[config.mk]
export PLATFORM = sky130hd
export DESIGN_NAME = mime_boundary_scanner_unit
export DESIGN_NICKNAME = d
export VERILOG_FILES = /design/src/rtl/mbs_pkg.sv /design/src/rtl/mbs_cfg_regs.sv /design/src/rtl/mbs_boundary_mem.sv /design/src/rtl/mbs_out_buf.sv /design/src/rtl/mime_boundary_scanner_unit.sv
export SDC_FILE = /design/constraint.sdc
export NUM_CORES = 2
export LEC_CHECK = 0
export BUFFER_PORTS_ARGS = -buffer_cell sky130_fd_sc_hd__buf_2
export CORE_AREA = 3 3 512 260
export CTS_CLUSTER_SIZE = 16
export DETAILED_ROUTE_END_ITERATION = 8
export DIE_AREA = 0 0 515 263
export REMOVE_ABC_BUFFERS = 1
export SLEW_MARGIN = 20
export SYNTH_ARGS = -nofsm -noshare
export SYNTH_HDL_FRONTEND = slang
export SYNTH_HIERARCHICAL = 1
export SYNTH_SLANG_ARGS = --single-unit
[constraint.sdc]
create_clock -name clk -period 21.8 [get_ports clk]
set_input_delay 6.54 -clock clk [delete_from_list [all_inputs] [get_ports clk]]
set_output_delay 6.54 -clock clk [all_outputs]
set_load 0.02 [all_outputs]
[src/rtl/mbs_pkg.sv]
// ----------------------------------------------------------------------------
// mbs_pkg
// Shared types and constants for the MIME boundary scanner: word layouts,
// opcodes, register indexes and control characters.
// ----------------------------------------------------------------------------
package mbs_pkg;

  typedef enum logic [1:0] {
    OP_LOAD  = 2'd0,
    OP_BODY  = 2'd1,
    OP_START = 2'd2
  } opcode_t;

  localparam logic REG_BOUNDARY_LENGTH = 1'b0;
  localparam logic REG_RECHECK         = 1'b1;

  localparam logic [7:0] CH_CR = 8'h0D;
  localparam logic [7:0] CH_LF = 8'h0A;

  typedef struct packed {
    logic [1:0]  opcode;
    logic [7:0]  data_byte;
    logic [6:0]  load_index;
    logic [31:0] start_offset;
  } in_word_t;

  typedef struct packed {
    logic        matched;
    logic [31:0] part_end;
    logic [31:0] part_data_end;
  } out_word_t;

  typedef struct packed {
    logic [7:0] boundary_length;
    logic       recheck_on_mismatch;
  } cfg_t;

endpackage

[src/rtl/mbs_cfg_regs.sv]
// ----------------------------------------------------------------------------
// mbs_cfg_regs
// APB-style register file holding boundary length and mismatch mode.
// ----------------------------------------------------------------------------
module mbs_cfg_regs (
  input  logic          clk,
  input  logic          rst,
  input  logic          psel,
  input  logic          penable,
  input  logic          pwrite,
  input  logic [2:0]    paddr,
  input  logic [31:0]   pwdata,
  output logic [31:0]   prdata,
  output logic          pready,
  output mbs_pkg::cfg_t cfg
);

  logic wr_en;

  assign pready = 1'b1;
  assign wr_en  = psel & penable & pwrite;

  always_ff @(posedge clk) begin
    if (rst) begin
      cfg.boundary_length     <= 8'd0;
      cfg.recheck_on_mismatch <= 1'b0;
    end else if (wr_en) begin
      unique case (paddr[2])
        mbs_pkg::REG_BOUNDARY_LENGTH: cfg.boundary_length     <= pwdata[7:0];
        mbs_pkg::REG_RECHECK:         cfg.recheck_on_mismatch <= pwdata[0];
        default: ;
      endcase
    end
  end

  always_comb begin
    unique case (paddr[2])
      mbs_pkg::REG_BOUNDARY_LENGTH: prdata = {24'd0, cfg.boundary_length};
      mbs_pkg::REG_RECHECK:         prdata = {31'd0, cfg.recheck_on_mismatch};
      default:                      prdata = 32'd0;
    endcase
  end

endmodule

[src/rtl/mbs_boundary_mem.sv]
// ----------------------------------------------------------------------------
// mbs_boundary_mem
// Boundary byte store: one write port, one registered read port with
// write-to-read forwarding, plus a register copy of the first byte.
// ----------------------------------------------------------------------------
module mbs_boundary_mem #(
  parameter int DEPTH = 128,
  parameter int AW    = 7
) (
  input  logic          clk,
  input  logic          wr_en,
  input  logic [AW-1:0] wr_addr,
  input  logic [7:0]    wr_data,
  input  logic [AW-1:0] rd_addr,
  output logic [7:0]    rd_data,
  output logic [7:0]    first_byte
);

  logic [7:0] mem [DEPTH];

  always_ff @(posedge clk) begin
    if (wr_en) begin
      mem[wr_addr] <= wr_data;
    end
  end

  // Forward a same-cycle write so the read word is never stale.
  always_ff @(posedge clk) begin
    if (wr_en && (wr_addr == rd_addr)) begin
      rd_data <= wr_data;
    end else begin
      rd_data <= mem[rd_addr];
    end
  end

  always_ff @(posedge clk) begin
    if (wr_en && (wr_addr == '0)) begin
      first_byte <= wr_data;
    end
  end

endmodule

[src/rtl/mbs_out_buf.sv]
// ----------------------------------------------------------------------------
// mbs_out_buf
// Two-entry output buffer (output register plus skid) for result words.
// ----------------------------------------------------------------------------
module mbs_out_buf (
  input  logic               clk,
  input  logic               rst,
  input  logic               push,
  input  mbs_pkg::out_word_t push_data,
  output logic               can_accept,
  output logic               out_valid,
  input  logic               out_ready,
  output mbs_pkg::out_word_t out_data
);

  logic               skid_valid;
  mbs_pkg::out_word_t skid_data;
  logic               pop;

  assign can_accept = ~skid_valid;
  assign pop        = out_valid & out_ready;

  always_ff @(posedge clk) begin
    if (rst) begin
      out_valid  <= 1'b0;
      skid_valid <= 1'b0;
    end else if (pop) begin
      if (skid_valid) begin
        out_valid  <= 1'b1;
        skid_valid <= 1'b0;
      end else begin
        out_valid <= push;
      end
    end else if (push) begin
      if (!out_valid) begin
        out_valid <= 1'b1;
      end else begin
        skid_valid <= 1'b1;
      end
    end
  end

  always_ff @(posedge clk) begin
    if (pop && skid_valid) begin
      out_data <= skid_data;
    end else if (push && (pop || !out_valid)) begin
      out_data <= push_data;
    end
    if (push && out_valid && !pop) begin
      skid_data <= push_data;
    end
  end

endmodule

[src/rtl/mime_boundary_scanner_unit.sv]
// Output: a result word is registered into the output buffer when the body
//   byte that causes it is accepted.
// Throughput: one input word per cycle unless the skid entry is full; the match
//   index loop runs through the store read port, addressed by the next index.
// Reset: rst clears offsets, match progress, config and the output buffer;
//   the boundary store is not cleared and must be loaded before use.
// ----------------------------------------------------------------------------
// mime_boundary_scanner_unit
// Scans multipart body bytes for a boundary string held in a byte store and
// reports body end and data end offsets on each complete match.
// ----------------------------------------------------------------------------
module mime_boundary_scanner_unit #(
  parameter int MAX_BOUNDARY = 128,
  parameter int OFFSET_BITS  = 32
) (
  input  logic               clk,
  input  logic               rst,
  input  logic               in_valid,
  output logic               in_ready,
  input  mbs_pkg::in_word_t  in_data,
  output logic               out_valid,
  input  logic               out_ready,
  output mbs_pkg::out_word_t out_data,
  input  logic               psel,
  input  logic               penable,
  input  logic               pwrite,
  input  logic [2:0]         paddr,
  input  logic [31:0]        pwdata,
  output logic [31:0]        prdata,
  output logic               pready
);

  // Index width for the store, and a compare width that also holds the length.
  localparam int IW = $clog2(MAX_BOUNDARY);
  localparam int CW = IW + 1;

  mbs_pkg::cfg_t      cfg;
  mbs_pkg::out_word_t res;

  // Scanner state
  logic [IW-1:0]          match_index;
  logic [IW-1:0]          match_index_next;
  logic [OFFSET_BITS-1:0] byte_offset;
  logic [OFFSET_BITS-1:0] cr_position;
  logic [OFFSET_BITS-1:0] lf_position;

  // Store access
  logic [7:0]    cur_rd;
  logic [7:0]    first_byte;
  logic          mem_wr;

  logic          accept;
  logic          produce;
  logic [7:0]    b;
  logic [CW-1:0] len_eff;
  logic          no_bnd;
  logic [IW-1:0] mi_eff;
  logic [CW-1:0] mi_inc;
  logic [7:0]    cmp_byte;
  logic          hit;
  logic          hit_first;
  logic          done;
  logic [IW-1:0] mi_calc;

  logic [OFFSET_BITS-1:0] off_inc;
  logic [OFFSET_BITS-1:0] cr_new;
  logic [OFFSET_BITS-1:0] lf_new;
  logic [OFFSET_BITS-1:0] end_off;
  logic [OFFSET_BITS-1:0] dend_off;
  logic                   lf_adj;
  logic                   cr_adj;

  mbs_cfg_regs u_cfg (
    .clk     (clk),
    .rst     (rst),
    .psel    (psel),
    .penable (penable),
    .pwrite  (pwrite),
    .paddr   (paddr),
    .pwdata  (pwdata),
    .prdata  (prdata),
    .pready  (pready),
    .cfg     (cfg)
  );

  assign accept = in_valid & in_ready;
  assign b      = in_data.data_byte;

  // Load words write the store; an index past the store is dropped.
  assign mem_wr = accept && (in_data.opcode == mbs_pkg::OP_LOAD) &&
                  (9'(in_data.load_index) < 9'(MAX_BOUNDARY));

  // The read port is always addressed with the index the next byte will use,
  // so the registered read word lines up with match_index.
  mbs_boundary_mem #(
    .DEPTH (MAX_BOUNDARY),
    .AW    (IW)
  ) u_mem (
    .clk        (clk),
    .wr_en      (mem_wr),
    .wr_addr    (IW'(in_data.load_index)),
    .wr_data    (b),
    .rd_addr    (match_index_next),
    .rd_data    (cur_rd),
    .first_byte (first_byte)
  );

  // Match step: compare against the entry at the effective index.
  always_comb begin
    len_eff = (9'(cfg.boundary_length) > 9'(MAX_BOUNDARY)) ?
              CW'(MAX_BOUNDARY) : CW'(cfg.boundary_length);
    no_bnd  = (len_eff == '0);

    // Drop a partial match left stale by a shorter length.
    mi_eff    = (CW'(match_index) >= len_eff) ? '0 : match_index;
    mi_inc    = CW'(mi_eff) + CW'(1);
    cmp_byte  = (mi_eff != '0) ? cur_rd : first_byte;
    hit       = (b == cmp_byte);
    hit_first = (b == first_byte);

    done    = 1'b0;
    mi_calc = '0;
    if (mi_eff != '0) begin
      if (hit) begin
        done    = (mi_inc == len_eff);
        mi_calc = done ? '0 : IW'(mi_inc);
      end else if (cfg.recheck_on_mismatch && hit_first) begin
        // Mismatching byte starts a fresh match; length is at least two here.
        mi_calc = IW'(1);
      end
    end else if (hit_first) begin
      done    = (len_eff == CW'(1));
      mi_calc = done ? '0 : IW'(1);
    end
  end

  // Offset bookkeeping and match report.
  always_comb begin
    off_inc  = byte_offset + OFFSET_BITS'(1);
    cr_new   = (b == mbs_pkg::CH_CR) ? byte_offset : cr_position;
    lf_new   = (b == mbs_pkg::CH_LF) ? byte_offset : lf_position;
    end_off  = off_inc - OFFSET_BITS'(len_eff);
    // LF right before the boundary, and CR right before that LF.
    lf_adj   = ((lf_new + OFFSET_BITS'(len_eff)) == byte_offset);
    cr_adj   = ((cr_new + OFFSET_BITS'(1)) == lf_new);
    dend_off = end_off;
    if (lf_adj) begin
      dend_off = end_off - (cr_adj ? OFFSET_BITS'(2) : OFFSET_BITS'(1));
    end

    if (no_bnd) begin
      res.matched       = 1'b0;
      res.part_end      = 32'(byte_offset);
      res.part_data_end = 32'(byte_offset);
    end else begin
      res.matched       = 1'b1;
      res.part_end      = 32'(end_off);
      res.part_data_end = 32'(dend_off);
    end

    produce = accept && (in_data.opcode == mbs_pkg::OP_BODY) && (no_bnd || done);
  end

  // Next match index also drives the store read address.
  always_comb begin
    match_index_next = match_index;
    if (accept) begin
      unique case (in_data.opcode)
        mbs_pkg::OP_BODY:  match_index_next = no_bnd ? match_index : mi_calc;
        mbs_pkg::OP_START: match_index_next = '0;
        default: ;
      endcase
    end
  end

  always_ff @(posedge clk) begin
    if (rst) begin
      match_index <= '0;
      byte_offset <= '0;
      cr_position <= '0;
      lf_position <= '0;
    end else begin
      match_index <= match_index_next;
      if (accept) begin
        unique case (in_data.opcode)
          mbs_pkg::OP_BODY: begin
            // Advance the offset; track CR and LF only while a boundary is set.
            byte_offset <= off_inc;
            if (!no_bnd) begin
              cr_position <= cr_new;
              lf_position <= lf_new;
            end
          end
          mbs_pkg::OP_START: begin
            byte_offset <= OFFSET_BITS'(in_data.start_offset);
            cr_position <= '0;
            lf_position <= '0;
          end
          default: ;
        endcase
      end
    end
  end

  // Result words go to a two-entry buffer so input keeps flowing while a
  // result waits downstream.
  mbs_out_buf u_out (
    .clk        (clk),
    .rst        (rst),
    .push       (produce),
    .push_data  (res),
    .can_accept (in_ready),
    .out_valid  (out_valid),
    .out_ready  (out_ready),
    .out_data   (out_data)
  );

endmodule

==> flow_metrics.env <==
export IMPL_wl_met3_mm=11.4
export IMPL_cp_cell_sequence="buf_4 > nor4_1 > buf_4 > nand3_4 > buf_4 > mux2_2 > or4b_1 > nor3_2 > nand3_1 > a2111oi_0 > xnor2_1 > nor4b_1 > nor3b_1 > o2111ai_1 > ha_1 > a211o_1 > or3_1 > or2_2 > or4_1 > nand4b_1 > nor4b_1 > mux2i_1 > mux2_4"
export IMPL_cts_tree="yes"
export IMPL_cts_sinks=1283
export IMPL_seq_power_share=0.548
export IMPL_p_leak_nw=20.2
export IMPL_worstHoldPathType="flip-flop to flip-flop"
export IMPL_io_pins=191
export IMPL_core_sq_um=129000
export IMPL_crit_fanout=76
export IMPL_grt_pass1_wl_mm=219
export IMPL_nets=3918
export IMPL_power_w=0.00494
export IMPL_drt_iter0_drc=3427
export IMPL_initial_core_util=0.450
export IMPL_drv_cap=0
export IMPL_yosys_warnings=6
export IMPL_syn_inst=3729
export IMPL_p_clk_frac=0.399
export IMPL_met1_length_mm=63.0
export IMPL_wl_met2_mm=70.0
export IMPL_dpl_hpwl_mm=94.3
export IMPL_crit_family="simple AND/OR/NAND/NOR gates"
export IMPL_synthArstFlopShare=0
export IMPL_num_rows=93
export IMPL_rsz0062_at_grt="false"
export IMPL_fp_dieW_um=515
export IMPL_crit_top_cell="buf_4"
export IMPL_clkLatencyLatePin_ns=0.75
export IMPL_drive_gt1_frac=0.217
export IMPL_worst_slack_ns=6.90
export IMPL_switching_power_w=0.00110
export IMPL_tns_ns=0
export IMPL_status="completed"
export IMPL_combPwrFrac=0.053
export IMPL_routedWlPerCell_um=26.3
export IMPL_synth_area_leaders="edfxtp_1 60%, mux4_2 13%, dfxtp_1 4.2%"
export IMPL_highest_layer="met5"
export IMPL_startpoint_type="input pin"
export IMPL_vias_per_cell=6.02
export IMPL_setup_violations=0
export IMPL_slew_viol_final=0
export IMPL_antenna_found_initial=11
export IMPL_synth_top_area_share=0.603
export IMPL_grt_overflow=0
export IMPL_die_y_um=263
export IMPL_dieArea_sq_um=135000
export IMPL_synth_seq_cells=1283
export IMPL_max_slew_margin_rel=0.292
export IMPL_clk_path_buf_depth=3
export IMPL_grtUsageTotal=0.215
export IMPL_crit_required_ns=22.29
export IMPL_fin_crit_sh=0.683
export IMPL_p_sw_frac=0.223
export IMPL_grt_pass1_vias=33100
export IMPL_grt_max_degree=101
export IMPL_hold_violations=0
export IMPL_ys_flop_type="edfxtp_1"
export IMPL_critPathKind="input pin to flip-flop"
export IMPL_fin_hold_ws_ns=0.522
export IMPL_firstDrtPassIters=6
export IMPL_synth_edf_count=1162
export IMPL_cts_resized_gates=0
export IMPL_p_int_w=0.00383
export IMPL_tightest_slew_ns=1.06
export IMPL_cp_num_buf_inv=3
export IMPL_endpoint_kind="flip-flop"
export IMPL_syn_to_final_growth_pct=10.2
export IMPL_drc=0
export IMPL_yosysSeqAreaShare=0.645
export IMPL_hold_depth=2
export IMPL_synth_area_leader_cell="edfxtp_1"
export IMPL_max_stage_delay_ns=0.65
export IMPL_vias=33700
export IMPL_globalplace_congestion=0.892
export IMPL_port_buffers=139
export IMPL_antenna_left=0
export IMPL_numCtsBuffers=113
export IMPL_netlist_area_sq_um=57900
export IMPL_fin_util=0.496
export IMPL_peakVddDrop_v=0.0000668
export IMPL_period_needed_ns=14.90
export IMPL_post_place_ws_ns=6.30
export IMPL_postCtsHoldBufs=0
export IMPL_cts_setup_buffers=0
export IMPL_drt_wl_total_mm=148
export IMPL_fin_skew_ns=0.0509
export IMPL_power_density_nw_per_um2=77.4
export IMPL_avgSynthCellArea_sq_um=15.5
export IMPL_htree_levels=3
export IMPL_synth_cell_type_count=89
export IMPL_worst_path_stages=23
export IMPL_cp_arrival_ns=15.39
export IMPL_clk_pin_slew_ns=0.07
export IMPL_fmax_ghz=0.0671
export IMPL_cts_root_buf="clkbuf_16"
export IMPL_critPathSlowestCell="buf_4"
export IMPL_r2r_cells=19
## cell usage after synthesis (all sizes together) (9+ instances only)
| master | instances |
|---|---|
| a211oi | 12 |
| o21ai | 85 |
| a22o | 9 |
| and4 | 11 |
| nor4 | 26 |
| buf | 109 |
| ha | 32 |
| nand2 | 219 |
| and3 | 37 |
| o21a | 19 |
| a22oi | 76 |
| nor2b | 12 |
| xor2 | 67 |
| xnor2 | 105 |
| o211ai | 20 |
| nand3 | 91 |
| mux2i | 58 |
| nor2 | 327 |
| o22ai | 26 |
| a21oi | 107 |
| mux4 | 336 |
| nand2b | 31 |
| mux2 | 92 |
| nor3b | 13 |
| clkbuf | 173 |
| or2 | 11 |
| inv | 47 |
| nand4 | 40 |
| o31ai | 13 |
| edfxtp | 1162 |
| nor3 | 60 |
| dfxtp | 121 |
| a21o | 10 |
| and2 | 21 |
| or3 | 15 |
| a31oi | 19 |
## layer usage
layer  GRT usage  vias up
met4      0.0495        4
met3      0.0422      203
li1            -    14700
met5           0        -
met2       0.344     1249
met1       0.306    17600
## kinds of logic after synthesis
logic type      share of synthesized area
fa+ha+maj                         0.00796
flops                               0.645
other cells                      0.000130
mux                                 0.162
xor+xnor                           0.0260
buf+inv                            0.0255
simple gates                       0.0804
compound gates                     0.0532
## tightest hold or removal path, delay by kind of cell, from the launching register on
kind             cells  cell delay [ns]
AO/OA/AOI/OAI        1             0.07
AND/OR/NAND/NOR      1             0.07
flip-flops           1             0.35
## flip-flops by register name (all words and copies together), names as in the netlist, named ones only
register,cells
u_cfg/cfg,9
u_mem/mem,1024
u_out/skid_data,65
lf_position,32
u_out/out_data,65
u_mem/first_byte,8
byte_offset,32
cr_position,32
u_out/skid_valid,1
match_index,7
u_out/out_valid,1
## per-stage QoR
step	std cells	area [sq um]
2_1_floorplan	3470	56700
3_3_place_gp	5386	60200
3_5_place_dp	5386	60200
4_1_cts	5598	63700
5_1_grt	5602	63800
6_report	5605	63800
## cell usage in the layout, fill, tap and decap left out, drive strengths merged, types with 53 or more instances in the layout
cell	count
nor3	60
dfxtp	121
nor2	327
o21ai	85
a21oi	107
buf	207
xor2	67
mux4	336
clkinv	53
mux2	92
nand2	219
a22oi	76
xnor2	105
clkbuf	148
edfxtp	1162
nand3	91
mux2i	58
## layout make-up
type | instances | area, sq um
Antenna cell | 6 | 15.0
Multi-Input combinational cell | 2138 | 19300
Clock buffer | 148 | 3020
Fill cell | 10700 | 64900
Sequential cell | 1283 | 37300
Clock inverter | 64 | 568
Inverter | 49 | 184
Tap cell | 1710 | 2140
Timing Repair Buffer | 207 | 1270
## worst paths after layout
| kind | startpoint | end | slack, ns |
|---|---|---|---|
| setup / recovery | in_data[45] | u_out/out_data[29]$_DFFE_PP_ | 6.90 |
| hold / removal | cr_position[2]$_SDFFE_PP0P_ | cr_position[2]$_SDFFE_PP0P_ | 0.52 |
| setup reg to reg | byte_offset[4]$_SDFFE_PP0P_ | u_out/out_data[29]$_DFFE_PP_ | 13.45 |
| hold reg to reg | cr_position[2]$_SDFFE_PP0P_ | cr_position[2]$_SDFFE_PP0P_ | 0.52 |
## power by group through the flow
stage / Sequential (W) / Clock, W / Combinational (W)
detailed placement: 0.00276 / 0 / 0.000262
global placement: 0.00276 / 0 / 0.000255
floorplan: 0.00276 / 0 / 0.000143
CTS: 0.00270 / 0.00201 / 0.000262
finish: 0.00270 / 0.00197 / 0.000262
global route: 0.00270 / 0.00211 / 0.000286
No activity file was read; power rests on OpenSTA's default activity.
